--- src/rtl/cpc_pkg.sv ---
`timescale 1ns / 1ps
// ----------------------------------------------------------------------------
// cpc_pkg
// Shared types, codes and constants of the carousel position controller.
// ----------------------------------------------------------------------------
package cpc_pkg;

  localparam int CNT_W  = 16;
  localparam int DUTY_W = 7;
  localparam int SLOT_W = 4;

  localparam logic [DUTY_W-1:0] DUTY_MAX      = 7'd100;
  localparam logic [DUTY_W-1:0] DUTY_FLOOR_FAR  = 7'd10;
  localparam logic [DUTY_W-1:0] DUTY_FLOOR_NEAR = 7'd5;
  localparam logic [CNT_W-1:0]  MIN_EDGES     = 16'd2700;
  localparam logic [CNT_W-1:0]  START_DELAY   = 16'd100;
  localparam logic [CNT_W-1:0]  DOWN_DELAY    = 16'd100;
  localparam logic [CNT_W-1:0]  SEEN_MAX      = 16'hFFFF;
  localparam logic [CNT_W:0]    TRIM_BAND     = 17'd5;
  localparam logic [3:0]        TRIM_PERIOD   = 4'd10;
  localparam logic [4:0]        BRAKE_TOGGLE  = 5'd16;
  localparam logic signed [4:0] HALF_TURN     = 5'sd7;
  localparam logic [SLOT_W-1:0] FULL_DIST     = 4'd15;

  typedef enum logic [2:0] {
    KIND_CMD   = 3'd0,
    KIND_TICK  = 3'd1,
    KIND_ENC   = 3'd2,
    KIND_INDEX = 3'd3,
    KIND_TRIM  = 3'd4
  } kind_t;

  typedef enum logic [1:0] {
    LIFT_NONE = 2'd0,
    LIFT_UP   = 2'd1,
    LIFT_DOWN = 2'd2
  } lift_req_t;

  typedef enum logic [1:0] {
    ST_READY  = 2'd0,
    ST_MOVING = 2'd1,
    ST_ERROR  = 2'd2,
    ST_ABSENT = 2'd3
  } disk_status_t;

  typedef enum logic [3:0] {
    SEQ_IDLE, SEQ_START, SEQ_UP, SEQ_CHECK, SEQ_DSTART,
    SEQ_ROT, SEQ_DDOWN, SEQ_DOWN, SEQ_ERR
  } seq_step_t;

  typedef enum logic [2:0] {
    REG_DUTY_FAST, REG_DUTY_SLOW, REG_TIMEOUT, REG_PRESENCE,
    REG_STOP_LEFT, REG_STOP_RIGHT, REG_TARGET_FAR, REG_TARGET_NEAR
  } cfg_reg_t;

  typedef struct packed {
    logic [2:0]        kind;
    logic [4:0]        target_slot;
    logic              label_valid;
    logic [SLOT_W-1:0] label_code;
    logic              lift_up;
    logic              lift_busy;
    logic              lift_fault;
  } cpc_item_t;

  typedef struct packed {
    lift_req_t         lift_request;
    logic              brake_on;
    logic              turn_left;
    logic [DUTY_W-1:0] motor_duty;
    disk_status_t      disk_status;
    logic              busy_res;
  } cpc_result_t;

  typedef struct packed {
    logic [DUTY_W-1:0] duty_fast;
    logic [DUTY_W-1:0] duty_slow;
    logic [CNT_W-1:0]  timeout_ticks;
    logic [CNT_W-1:0]  presence_window;
    logic [CNT_W-1:0]  stop_offset_left;
    logic [CNT_W-1:0]  stop_offset_right;
    logic [CNT_W-1:0]  speed_target_far;
    logic [CNT_W-1:0]  speed_target_near;
  } cpc_cfg_t;

endpackage

--- src/rtl/cpc_in_if.sv ---
`timescale 1ns / 1ps
// ----------------------------------------------------------------------------
// cpc_in_if
// Input event channel: valid/ready handshake with one event per transaction.
// ----------------------------------------------------------------------------
interface cpc_in_if;
  logic       valid;
  logic       ready;
  logic [2:0] kind;
  logic [4:0] target_slot;
  logic       label_valid;
  logic [3:0] label_code;
  logic       lift_up;
  logic       lift_busy;
  logic       lift_fault;

  modport source (output valid, kind, target_slot, label_valid, label_code,
                  lift_up, lift_busy, lift_fault, input ready);
  modport sink   (input valid, kind, target_slot, label_valid, label_code,
                  lift_up, lift_busy, lift_fault, output ready);
endinterface

--- src/rtl/cpc_out_if.sv ---
`timescale 1ns / 1ps
// ----------------------------------------------------------------------------
// cpc_out_if
// Result channel: valid/ready handshake carrying the drive and status outputs.
// ----------------------------------------------------------------------------
interface cpc_out_if;
  logic       valid;
  logic       ready;
  logic [1:0] lift_request;
  logic       brake_on;
  logic       turn_left;
  logic [6:0] motor_duty;
  logic [1:0] disk_status;
  logic       busy_res;

  modport source (output valid, lift_request, brake_on, turn_left, motor_duty,
                  disk_status, busy_res, input ready);
  modport sink   (input valid, lift_request, brake_on, turn_left, motor_duty,
                  disk_status, busy_res, output ready);
endinterface

--- src/rtl/cpc_cfg_if.sv ---
`timescale 1ns / 1ps
// ----------------------------------------------------------------------------
// cpc_cfg_if
// Configuration write channel: register index and write data.
// ----------------------------------------------------------------------------
interface cpc_cfg_if;
  logic        valid;
  logic        ready;
  logic [2:0]  addr;
  logic [15:0] data;

  modport source (output valid, addr, data, input ready);
  modport sink   (input valid, addr, data, output ready);
endinterface

--- src/rtl/carousel_position_controller.sv ---
`timescale 1ns / 1ps
// ----------------------------------------------------------------------------
// carousel_position_controller
// Positions a 16-slot sample disk from command, tick and sensor events.
// ----------------------------------------------------------------------------
// Every accepted event yields exactly one result transaction. An event is
// captured in an input register, and once the result register is free or
// draining, the sequencer updates its state and loads the result register,
// and a new event can enter as the held one leaves; one event is taken per
// cycle as long as the result side keeps up. The result register decouples the
// two sides: a new event is taken while a finished result still waits. Outputs
// report the state after the event: lift_request pulses only on the tick that
// asks for lift movement, the other fields hold until changed. Configuration
// writes are accepted at any cycle and apply to events processed afterwards;
// write them while the block is idle. Duty writes keep data bits 6:0, clamped at 100.
// ----------------------------------------------------------------------------
module carousel_position_controller (
  input logic        clk,
  input logic        rst_n,
  cpc_in_if.sink     in_chan,
  cpc_out_if.source  out_chan,
  cpc_cfg_if.sink    cfg_chan
);
  import cpc_pkg::*;

  cpc_item_t   item_in, item_r;
  logic        in_vld_r;
  cpc_result_t res_nxt, res_r;
  logic        out_vld_r;
  cpc_cfg_t    cfg;
  logic        adv;

  // gather the input transaction payload
  assign item_in.kind        = in_chan.kind;
  assign item_in.target_slot = in_chan.target_slot;
  assign item_in.label_valid = in_chan.label_valid;
  assign item_in.label_code  = in_chan.label_code;
  assign item_in.lift_up     = in_chan.lift_up;
  assign item_in.lift_busy   = in_chan.lift_busy;
  assign item_in.lift_fault  = in_chan.lift_fault;

  // advance the held event when the result register is free or draining
  assign adv           = in_vld_r && (!out_vld_r || out_chan.ready);
  assign in_chan.ready = !in_vld_r || adv;
  assign cfg_chan.ready = 1'b1;

  always_ff @(posedge clk) begin
    if (!rst_n) begin
      in_vld_r <= 1'b0;
    end else if (in_chan.valid && in_chan.ready) begin
      in_vld_r <= 1'b1;
    end else if (adv) begin
      in_vld_r <= 1'b0;
    end
  end

  // payload register: capture on every input transaction
  always_ff @(posedge clk) begin
    if (in_chan.valid && in_chan.ready) begin
      item_r <= item_in;
    end
  end

  cpc_cfg_regs u_cfg (
    .clk     (clk),
    .rst_n   (rst_n),
    .wr_en   (cfg_chan.valid),
    .wr_addr (cfg_chan.addr),
    .wr_data (cfg_chan.data),
    .cfg     (cfg)
  );

  // state updates exactly when the event moves into the result register
  cpc_seq u_seq (
    .clk     (clk),
    .rst_n   (rst_n),
    .step_en (adv),
    .item    (item_r),
    .cfg     (cfg),
    .res_nxt (res_nxt)
  );

  always_ff @(posedge clk) begin
    if (!rst_n) begin
      out_vld_r <= 1'b0;
    end else if (adv) begin
      out_vld_r <= 1'b1;
    end else if (out_chan.ready) begin
      out_vld_r <= 1'b0;
    end
  end

  // hold the result until the result transaction completes
  always_ff @(posedge clk) begin
    if (adv) begin
      res_r <= res_nxt;
    end
  end

  assign out_chan.valid        = out_vld_r;
  assign out_chan.lift_request = res_r.lift_request;
  assign out_chan.brake_on     = res_r.brake_on;
  assign out_chan.turn_left    = res_r.turn_left;
  assign out_chan.motor_duty   = res_r.motor_duty;
  assign out_chan.disk_status  = res_r.disk_status;
  assign out_chan.busy_res     = res_r.busy_res;

`ifndef SYNTH
  // duty never leaves the percent range, whether from config or trim
  a_duty_range: assert property (@(posedge clk) disable iff (!rst_n)
    out_vld_r |-> res_r.motor_duty <= DUTY_MAX)
    else $error("motor duty above 100 percent");

  // a lift-up request only comes from a running move
  a_up_moving: assert property (@(posedge clk) disable iff (!rst_n)
    (out_vld_r && res_r.lift_request == LIFT_UP) |->
      (res_r.busy_res && res_r.disk_status == ST_MOVING))
    else $error("lift up requested outside a move");

  // a lift-down request only comes while the move is still busy
  a_down_busy: assert property (@(posedge clk) disable iff (!rst_n)
    (out_vld_r && res_r.lift_request == LIFT_DOWN) |-> res_r.busy_res)
    else $error("lift down requested while not busy");

  // no event is dropped: a held event with a free result slot always advances
  a_no_stall: assert property (@(posedge clk) disable iff (!rst_n)
    (in_vld_r && !out_vld_r) |=> out_vld_r)
    else $error("held event did not reach the result register");
`endif

endmodule

--- src/rtl/cpc_cfg_regs.sv ---
`timescale 1ns / 1ps
// ----------------------------------------------------------------------------
// cpc_cfg_regs
// Configuration register file; duty registers saturate at 100 percent.
// ----------------------------------------------------------------------------
module cpc_cfg_regs (
  input  logic               clk,
  input  logic               rst_n,
  input  logic               wr_en,
  input  logic [2:0]         wr_addr,
  input  logic [15:0]        wr_data,
  output cpc_pkg::cpc_cfg_t  cfg
);
  import cpc_pkg::*;

  cpc_cfg_t          cfg_r;
  logic [DUTY_W-1:0] duty_wr;

  // clamp duty writes
  assign duty_wr = (wr_data[DUTY_W-1:0] > DUTY_MAX) ? DUTY_MAX : wr_data[DUTY_W-1:0];

  always_ff @(posedge clk) begin
    if (!rst_n) begin
      cfg_r.duty_fast         <= 7'd60;
      cfg_r.duty_slow         <= 7'd30;
      cfg_r.timeout_ticks     <= 16'd5000;
      cfg_r.presence_window   <= 16'd1000;
      cfg_r.stop_offset_left  <= 16'd100;
      cfg_r.stop_offset_right <= 16'd100;
      cfg_r.speed_target_far  <= 16'd200;
      cfg_r.speed_target_near <= 16'd100;
    end else if (wr_en) begin
      unique case (cfg_reg_t'(wr_addr))
        REG_DUTY_FAST:   cfg_r.duty_fast         <= duty_wr;
        REG_DUTY_SLOW:   cfg_r.duty_slow         <= duty_wr;
        REG_TIMEOUT:     cfg_r.timeout_ticks     <= wr_data;
        REG_PRESENCE:    cfg_r.presence_window   <= wr_data;
        REG_STOP_LEFT:   cfg_r.stop_offset_left  <= wr_data;
        REG_STOP_RIGHT:  cfg_r.stop_offset_right <= wr_data;
        REG_TARGET_FAR:  cfg_r.speed_target_far  <= wr_data;
        REG_TARGET_NEAR: cfg_r.speed_target_near <= wr_data;
        default: ;
      endcase
    end
  end

  assign cfg = cfg_r;

endmodule

--- src/rtl/cpc_seq.sv ---
`timescale 1ns / 1ps
// ----------------------------------------------------------------------------
// cpc_seq
// Move sequencer and motor state; one event updates the state per enable.
// ----------------------------------------------------------------------------
module cpc_seq (
  input  logic                  clk,
  input  logic                  rst_n,
  input  logic                  step_en,
  input  cpc_pkg::cpc_item_t    item,
  input  cpc_pkg::cpc_cfg_t     cfg,
  output cpc_pkg::cpc_result_t  res_nxt
);
  import cpc_pkg::*;

  seq_step_t         step_r, step_nxt;
  disk_status_t      status_r, status_nxt;
  logic              busy_r, busy_nxt;
  logic              brake_r, brake_nxt;
  logic              left_r, left_nxt;
  logic [DUTY_W-1:0] duty_r, duty_nxt;
  logic [CNT_W-1:0]  tmo_r, tmo_nxt;
  logic [CNT_W-1:0]  dly_r, dly_nxt;
  logic [CNT_W-1:0]  edge_r, edge_nxt;
  logic [CNT_W-1:0]  prev_r, prev_nxt;
  logic [SLOT_W-1:0] goal_r, goal_nxt;
  logic [SLOT_W-1:0] dist_r, dist_nxt;
  logic              rot_r, rot_nxt;
  logic              stop_r, stop_nxt;
  logic [CNT_W-1:0]  seen_r, seen_nxt;
  logic [3:0]        presc_r, presc_nxt;

  lift_req_t         req;
  logic [CNT_W-1:0]  tmo_mid, dly_mid;
  logic              tick_run;

  logic [SLOT_W-1:0] lbl_slot;
  logic signed [4:0] dir_diff;
  logic [SLOT_W-1:0] dir_abs;
  logic              dir_left;
  logic              brake_toggle, cmd_move, at_target, lift_ok, absent_chk;
  logic [CNT_W-1:0]  edge_inc, stop_lim, trim_diff;
  logic [CNT_W:0]    diff_ext;

  assign lbl_slot     = ~item.label_code;
  assign dir_diff     = signed'({1'b0, lbl_slot}) - signed'({1'b0, goal_r});
  assign dir_abs      = dir_diff[4] ? SLOT_W'(-dir_diff) : dir_diff[SLOT_W-1:0];
  assign dir_left     = dir_diff[4] ? (dir_diff >= -HALF_TURN) : (dir_diff > HALF_TURN);
  assign brake_toggle = !busy_r && (item.target_slot == BRAKE_TOGGLE) && item.lift_up;
  assign cmd_move     = !busy_r && !item.target_slot[4];
  assign at_target    = !item.label_valid || (lbl_slot == item.target_slot[SLOT_W-1:0]);
  assign lift_ok      = !item.lift_busy && !item.lift_fault;
  assign absent_chk   = (({1'b0, tmo_r} + {1'b0, cfg.presence_window}) <
                         {1'b0, cfg.timeout_ticks}) && (seen_r == '0);
  assign edge_inc     = edge_r + 1'b1;
  assign stop_lim     = left_r ? cfg.stop_offset_right : cfg.stop_offset_left;
  assign trim_diff    = edge_r - prev_r;
  assign diff_ext     = {1'b0, trim_diff};

  // sequence next step
  always_comb begin
    step_nxt = step_r;
    case (item.kind)
      KIND_CMD: begin
        if (cmd_move) step_nxt = at_target ? SEQ_IDLE : SEQ_START;
      end
      KIND_TICK: begin
        unique case (step_r)
          SEQ_START:  step_nxt = SEQ_UP;
          SEQ_UP: begin
            if (lift_ok) step_nxt = SEQ_CHECK;
            if (tmo_r == '0) step_nxt = SEQ_ERR;
          end
          SEQ_CHECK:  step_nxt = SEQ_DSTART;
          SEQ_DSTART: if (dly_r == '0) step_nxt = SEQ_ROT;
          SEQ_ROT: begin
            if (!rot_r) step_nxt = SEQ_DDOWN;
            if (tmo_r == '0 || absent_chk) step_nxt = SEQ_ERR;
          end
          SEQ_DDOWN:  if (dly_r == '0) step_nxt = SEQ_DOWN;
          SEQ_DOWN: begin
            if (lift_ok) step_nxt = SEQ_IDLE;
            if (tmo_r == '0) step_nxt = SEQ_ERR;
          end
          SEQ_ERR:    step_nxt = SEQ_IDLE;
          default:    step_nxt = step_r;
        endcase
      end
      default: ;
    endcase
  end

  // datapath and outputs
  always_comb begin
    status_nxt = status_r;
    busy_nxt   = busy_r;
    brake_nxt  = brake_r;
    left_nxt   = left_r;
    duty_nxt   = duty_r;
    tmo_nxt    = tmo_r;
    dly_nxt    = dly_r;
    edge_nxt   = edge_r;
    prev_nxt   = prev_r;
    goal_nxt   = goal_r;
    dist_nxt   = dist_r;
    rot_nxt    = rot_r;
    stop_nxt   = stop_r;
    seen_nxt   = seen_r;
    presc_nxt  = presc_r;
    req        = LIFT_NONE;
    tmo_mid    = tmo_r;
    dly_mid    = dly_r;
    tick_run   = 1'b0;
    case (item.kind)
      KIND_CMD: begin
        if (brake_toggle) begin
          brake_nxt = !brake_r;
          duty_nxt  = brake_r ? cfg.duty_fast : '0;
        end else if (cmd_move) begin
          if (at_target) begin
            status_nxt = ST_READY;
          end else begin
            goal_nxt = item.target_slot[SLOT_W-1:0];
            busy_nxt = 1'b1;
          end
        end
      end
      KIND_TICK: begin
        tick_run = 1'b1;
        unique case (step_r)
          SEQ_START: begin
            tmo_mid    = cfg.timeout_ticks;
            status_nxt = ST_MOVING;
            if (!item.lift_up) req = LIFT_UP;
          end
          SEQ_UP: ;
          SEQ_CHECK: begin
            // pick the shorter way round; no label means a full turn right
            dist_nxt  = item.label_valid ? dir_abs : FULL_DIST;
            left_nxt  = item.label_valid && dir_left;
            duty_nxt  = (item.label_valid && dir_abs <= 4'd1) ? cfg.duty_slow
                                                              : cfg.duty_fast;
            edge_nxt  = '0;
            prev_nxt  = '0;
            stop_nxt  = 1'b0;
            brake_nxt = 1'b0;
            dly_mid   = START_DELAY;
          end
          SEQ_DSTART: begin
            if (dly_r == '0) begin
              seen_nxt = '0;
              rot_nxt  = 1'b1;
            end
          end
          SEQ_ROT:   if (!rot_r) dly_mid = DOWN_DELAY;
          SEQ_DDOWN: if (dly_r == '0) req = LIFT_DOWN;
          SEQ_DOWN: begin
            if (lift_ok) begin
              status_nxt = ST_READY;
              busy_nxt   = 1'b0;
            end
          end
          SEQ_ERR: begin
            brake_nxt  = 1'b1;
            duty_nxt   = '0;
            status_nxt = (seen_r == '0) ? ST_ABSENT : ST_ERROR;
            busy_nxt   = 1'b0;
          end
          default: tick_run = 1'b0;
        endcase
        if (tick_run) begin
          tmo_nxt = tmo_mid - CNT_W'(tmo_mid != '0);
          dly_nxt = dly_mid - CNT_W'(dly_mid != '0);
        end
      end
      KIND_ENC: begin
        edge_nxt = edge_inc;
        if (stop_r && edge_inc > stop_lim) begin
          brake_nxt = 1'b1;
          duty_nxt  = '0;
          rot_nxt   = 1'b0;
          stop_nxt  = 1'b0;
          if (item.label_valid) goal_nxt = lbl_slot;
        end
      end
      KIND_INDEX: begin
        if (item.label_valid && edge_r > MIN_EDGES && rot_r) begin
          if (seen_r != SEEN_MAX) seen_nxt = seen_r + 1'b1;
          if (goal_r == lbl_slot) begin
            edge_nxt = '0;
            prev_nxt = '0;
            stop_nxt = 1'b1;
          end
        end
      end
      KIND_TRIM: begin
        if (duty_r != '0) begin
          if (presc_r < TRIM_PERIOD) begin
            presc_nxt = presc_r + 1'b1;
          end else begin
            prev_nxt  = edge_r;
            presc_nxt = '0;
            if (dist_r > 4'd1) begin
              if (diff_ext > {1'b0, cfg.speed_target_far} + TRIM_BAND) begin
                if (duty_r > DUTY_FLOOR_FAR) duty_nxt = duty_r - 1'b1;
              end else if (diff_ext + TRIM_BAND < {1'b0, cfg.speed_target_far}) begin
                if (duty_r < DUTY_MAX) duty_nxt = duty_r + 1'b1;
              end
            end else begin
              if (trim_diff > cfg.speed_target_near) begin
                if (duty_r > DUTY_FLOOR_NEAR) duty_nxt = duty_r - 1'b1;
              end else if (trim_diff < cfg.speed_target_near) begin
                if (duty_r < DUTY_MAX) duty_nxt = duty_r + 1'b1;
              end
            end
          end
        end
      end
      default: ;
    endcase
  end

  always_ff @(posedge clk) begin
    if (!rst_n) begin
      step_r   <= SEQ_IDLE;
      status_r <= ST_READY;
      busy_r   <= 1'b0;
      brake_r  <= 1'b0;
      left_r   <= 1'b0;
      duty_r   <= '0;
      tmo_r    <= '0;
      dly_r    <= '0;
      edge_r   <= '0;
      prev_r   <= '0;
      goal_r   <= '0;
      dist_r   <= '0;
      rot_r    <= 1'b0;
      stop_r   <= 1'b0;
      seen_r   <= '0;
      presc_r  <= '0;
    end else if (step_en) begin
      step_r   <= step_nxt;
      status_r <= status_nxt;
      busy_r   <= busy_nxt;
      brake_r  <= brake_nxt;
      left_r   <= left_nxt;
      duty_r   <= duty_nxt;
      tmo_r    <= tmo_nxt;
      dly_r    <= dly_nxt;
      edge_r   <= edge_nxt;
      prev_r   <= prev_nxt;
      goal_r   <= goal_nxt;
      dist_r   <= dist_nxt;
      rot_r    <= rot_nxt;
      stop_r   <= stop_nxt;
      seen_r   <= seen_nxt;
      presc_r  <= presc_nxt;
    end
  end

  assign res_nxt.lift_request = req;
  assign res_nxt.brake_on     = brake_nxt;
  assign res_nxt.turn_left    = left_nxt;
  assign res_nxt.motor_duty   = duty_nxt;
  assign res_nxt.disk_status  = status_nxt;
  assign res_nxt.busy_res     = busy_nxt;

endmodule

--- src/flat_wrapper.sv ---
// flat-port wrapper written by rule: the top's interface ports become plain ports
module carousel_position_controller_flat import cpc_pkg::*;
  (clk, rst_n, in_chan_valid, in_chan_kind, in_chan_target_slot, in_chan_label_valid, in_chan_label_code, in_chan_lift_up, in_chan_lift_busy, in_chan_lift_fault, in_chan_ready, out_chan_valid, out_chan_lift_request, out_chan_brake_on, out_chan_turn_left, out_chan_motor_duty, out_chan_disk_status, out_chan_busy_res, out_chan_ready, cfg_chan_valid, cfg_chan_addr, cfg_chan_data, cfg_chan_ready);
  cpc_in_if in_chan_i ();
  cpc_out_if out_chan_i ();
  cpc_cfg_if cfg_chan_i ();
  input logic clk;
  input logic rst_n;
  input wire logic [$bits(in_chan_i.valid)-1:0] in_chan_valid;
  input wire logic [$bits(in_chan_i.kind)-1:0] in_chan_kind;
  input wire logic [$bits(in_chan_i.target_slot)-1:0] in_chan_target_slot;
  input wire logic [$bits(in_chan_i.label_valid)-1:0] in_chan_label_valid;
  input wire logic [$bits(in_chan_i.label_code)-1:0] in_chan_label_code;
  input wire logic [$bits(in_chan_i.lift_up)-1:0] in_chan_lift_up;
  input wire logic [$bits(in_chan_i.lift_busy)-1:0] in_chan_lift_busy;
  input wire logic [$bits(in_chan_i.lift_fault)-1:0] in_chan_lift_fault;
  output wire logic [$bits(in_chan_i.ready)-1:0] in_chan_ready;
  output wire logic [$bits(out_chan_i.valid)-1:0] out_chan_valid;
  output wire logic [$bits(out_chan_i.lift_request)-1:0] out_chan_lift_request;
  output wire logic [$bits(out_chan_i.brake_on)-1:0] out_chan_brake_on;
  output wire logic [$bits(out_chan_i.turn_left)-1:0] out_chan_turn_left;
  output wire logic [$bits(out_chan_i.motor_duty)-1:0] out_chan_motor_duty;
  output wire logic [$bits(out_chan_i.disk_status)-1:0] out_chan_disk_status;
  output wire logic [$bits(out_chan_i.busy_res)-1:0] out_chan_busy_res;
  input wire logic [$bits(out_chan_i.ready)-1:0] out_chan_ready;
  input wire logic [$bits(cfg_chan_i.valid)-1:0] cfg_chan_valid;
  input wire logic [$bits(cfg_chan_i.addr)-1:0] cfg_chan_addr;
  input wire logic [$bits(cfg_chan_i.data)-1:0] cfg_chan_data;
  output wire logic [$bits(cfg_chan_i.ready)-1:0] cfg_chan_ready;
  assign in_chan_i.valid = in_chan_valid;
  assign in_chan_i.kind = in_chan_kind;
  assign in_chan_i.target_slot = in_chan_target_slot;
  assign in_chan_i.label_valid = in_chan_label_valid;
  assign in_chan_i.label_code = in_chan_label_code;
  assign in_chan_i.lift_up = in_chan_lift_up;
  assign in_chan_i.lift_busy = in_chan_lift_busy;
  assign in_chan_i.lift_fault = in_chan_lift_fault;
  assign in_chan_ready = in_chan_i.ready;
  assign out_chan_valid = out_chan_i.valid;
  assign out_chan_lift_request = out_chan_i.lift_request;
  assign out_chan_brake_on = out_chan_i.brake_on;
  assign out_chan_turn_left = out_chan_i.turn_left;
  assign out_chan_motor_duty = out_chan_i.motor_duty;
  assign out_chan_disk_status = out_chan_i.disk_status;
  assign out_chan_busy_res = out_chan_i.busy_res;
  assign out_chan_i.ready = out_chan_ready;
  assign cfg_chan_i.valid = cfg_chan_valid;
  assign cfg_chan_i.addr = cfg_chan_addr;
  assign cfg_chan_i.data = cfg_chan_data;
  assign cfg_chan_ready = cfg_chan_i.ready;
  carousel_position_controller u_core (.clk(clk), .rst_n(rst_n), .in_chan(in_chan_i), .out_chan(out_chan_i), .cfg_chan(cfg_chan_i));
endmodule
--- config.mk ---
export PLATFORM = sky130hd
export DESIGN_NAME = carousel_position_controller_flat
export DESIGN_NICKNAME = d
export VERILOG_FILES = /design/src/rtl/cpc_pkg.sv /design/src/rtl/cpc_in_if.sv /design/src/rtl/cpc_out_if.sv /design/src/rtl/cpc_cfg_if.sv /design/src/rtl/carousel_position_controller.sv /design/src/rtl/cpc_cfg_regs.sv /design/src/rtl/cpc_seq.sv /design/src/flat_wrapper.sv
export SDC_FILE = /design/constraint.sdc
export NUM_CORES = 1
export LEC_CHECK = 0
export ABC_CLOCK_PERIOD_IN_PS = 5900
export BUFFER_PORTS_ARGS = -buffer_cell sky130_fd_sc_hd__buf_2
export CORE_MARGIN = 2
export CORE_UTILIZATION = 30
export CTS_CLUSTER_SIZE = 40
export DETAILED_ROUTE_END_ITERATION = 12
export GPL_TIMING_DRIVEN = 1
export HOLD_SLACK_MARGIN = 0.05
export PLACE_DENSITY = 0.45
export SYNTH_ARGS = -nofsm -noshare
export SYNTH_HDL_FRONTEND = slang
export SYNTH_SLANG_ARGS = --single-unit
--- constraint.sdc ---
create_clock -name clk -period 5.9 [get_ports clk]
set_input_delay 0.885 -clock clk [delete_from_list [all_inputs] [get_ports clk]]
set_output_delay 0.885 -clock clk [all_outputs]
set_load 0.01 [all_outputs]
==> impl_metrics.yaml <==
critical_path:
  cp-start-kind: "flop"
  cp_max_fo: 8
  cp.required_ps: 6180
  cp.arrival_ps: 5540
  critical_path_class: "reg -> reg"
  cp-end-kind: "flop"
die:
  die_x_um: 239
  fp.coreArea_um2: 54900
  rows: 86
  start_util_pct: 30.3
  io_pins: 57
  fp.dieH_um: 239
  dieArea_um2: 57200
timing:
  fin_skew_ps: 22.9
  setup_slack_ps: 637
  fin_crit_sh_pct: 89.2
  final.setup.tns_ps: 0
  finalSetupViolations: 0
  tightest_slew_ps: 1180
  rsz0062_at_grt: "false"
  hold_viol_final: 0
  max_freq_ghz: 0.190
  min_period_ps: 5260
  slew_violations: 0
  slew_headroom_pct: 20.8
  whs_ps: 448
pwr:
  ir_worst_vdd_uv: 172
  powerDensity_nw_per_um2: 245
  p_leak_nw: 7.31
  power_mw: 4.57
synthesis:
  synth_edf_count: 30
  synth_top_family_by_area: "simple AND/OR/NAND/NOR gates"
  syn-num-nets: 2299
  ys_types: 100
  ys.flop_type: "dfxtp_1"
  synth-compound-area-share_pct: 20.7
  muxShareOfSynthArea_pct: 2.43
  synth_xor_area_share_pct: 5.92
  avgSynthCellArea_um2: 7.82
  yosys_warnings: 0
  syn_area_um2: 16600
  synthCells: 2124
  synth-seq-cells: 251
  seq_area_frac_synth_pct: 32.1
  yosys.area_share.simple_pct: 24.0
  async_flop_share_pct: 0
  synth_fa_ha_area_share_pct: 10.3
cells_and_area:
  final_core_utilization_pct: 34.0
  nets: 2311
  drive_above_1_share_pct: 8.70
  fill_cells: 5806
  syn_to_final_growth_pct: 12.5
  seq_area_um2: 5330
  final_common_cell: "nand2_1"
  final_cell_mix: "341 x nand2_1, 221 x dfxtp_1, 220 x a21oi_1, 186 x nor2_1, 132 x ha_1"
  multiInputGateArea_um2: 10500
  n_antenna_cell: 0
detailed_routing:
  route.detailed.drc: 0
  vias_per_cell: 5.29
  first_pass_iters: 5
  routed_wl_mm: 53.3
  first_iter_violations: 1148
  wl_per_cell_um: 18.6
  via_count: 15200
  drtAntennaViolNets: 0
global_route:
  grt_pass1_vias: 14500
  grt_usage_pct: 18.6
  overflow: 0
  antenna_found_initial: 0
  grt_pass1_wl_mm: 83.9
  grt_max_degree: 85
placed_design:
  pre_cts_ws_ps: 648
  dp.final_hpwl_mm: 39.2
  portBuffers: 55
  place.gp.congestion: 0.883
min_path:
  hold_path_class: "reg -> reg"
clocking:
  clk_pin_slew_worst_paths_ps: 50
  cts-buffers-inserted: 34
  clock_sinks: 251
  clockBufferDepth: 3
  root_buffer: "clkbuf_16"
  cts_post_setup_buffers_inserted: 0
  cts_htree_levels: 2
  cts_tree: "yes"
  hold_buffers: 0
  cts_resized: 0
  insertion_delay_ps: 540
outcome:
  status: "complete, no violations"
flow_run:
  maxCapViolCount: 0
## path summary, 6_finish.rpt
kind,startpoint,endpoint,slack [ps],cells after the start
setup / recovery,u_core.u_seq.edge_r[0],u_core.out_chan.motor_duty[1],640,22
hold / removal,u_core.u_seq.prev_r[10],u_core.u_seq.prev_r[10],450,2
setup reg to reg,u_core.u_seq.edge_r[0],u_core.out_chan.motor_duty[1],640,22
hold reg to reg,u_core.u_seq.prev_r[10],u_core.u_seq.prev_r[10],450,2
## synthesized netlist by cell type (31+ instances only)
master / instances / area (um2)
o21ai_0: 87 / 435
a21o_1: 31 / 233
xor2_1: 40 / 350
nor2_1: 188 / 706
nand3_1: 92 / 460
inv_1: 104 / 390
ha_1: 132 / 1650
o211ai_1: 32 / 240
clkbuf_1: 81 / 304
mux2i_1: 32 / 320
nor3_1: 48 / 240
nand2_1: 341 / 1280
xnor2_1: 59 / 517
a21oi_1: 220 / 1100
dfxtp_1: 221 / 4420
## routing by layer
| metal | global-route usage [%] | wire length [um] | vias up |
|---|---|---|---|
| met3 | 3.10 | 2520 | 57 |
| met2 | 29.5 | 23500 | 332 |
| met1 | 26.3 | 26300 | 7226 |
| met4 | 4.51 | 971 | 0 |
| met5 | 0 | 0 | - |
| li1 | - | - | 7542 |
## logic make-up after synthesis
family	count (synthesis)
flip-flops	251
buffers and inverters	201
adder cells (fa/ha/maj)	135
XOR/XNOR	105
AO/OA/AOI/OAI	536
multiplexers	39
other	1
AND/OR/NAND/NOR	856
## report_power, final
| group | switching (mW) | total (mW) | internal, mW |
|---|---|---|---|
| Clock | 0.809 | 2.11 | 1.30 |
| Sequential | 0.0521 | 1.82 | 1.77 |
| Combinational | 0.406 | 0.632 | 0.227 |
## through the flow
| stage | std cells | instance area, um2 |
|---|---|---|
| 3_5_place_dp | 2804 | 17500 |
| 2_1_floorplan | 2124 | 16600 |
| 6_report | 2864 | 18700 |
| 3_3_place_gp | 2804 | 17500 |
| 5_1_grt | 2864 | 18700 |
| 4_1_cts | 2864 | 18700 |
## registers in the layout, indices dropped and copies added, names as in the netlist, 16 cells and up
signal / cells
u_core.u_seq.seen_r: 16
u_core.u_seq.tmo_r: 16
u_core.u_seq.edge_r: 16
u_core.item_r: 16
u_core.u_cfg.cfg: 110
u_core.u_seq.prev_r: 16
u_core.u_seq.dly_r: 16
## area by class of cell
class	count	share of cell area (%)
Clock inverter	8	0.482
Timing Repair Buffer	72	2.22
Sequential cell	251	28.5
Tap cell	704	4.72
Inverter	105	2.12
Clock buffer	52	5.58
Multi-Input combinational cell	1672	56.4
## worst max-delay path, cell delays in order (launching register included)
cell,delay [ps]
dfxtp_1,380
inv_1,130
ha_1,160
inv_1,50
fa_1,400
a21o_1,200
o2bb2ai_2,150
nor2_2,180
xnor2_1,270
and4b_1,340
and3_1,230
xor2_1,180
ha_1,260
a21oi_1,150
nor2b_1,70
a2111oi_2,330
o211ai_1,160
a221o_1,420
nor3b_2,230
o31ai_2,140
mux2_4,330
o211ai_2,180
nand2_1,60
Note: power is estimated with default switching activity, not from simulation.
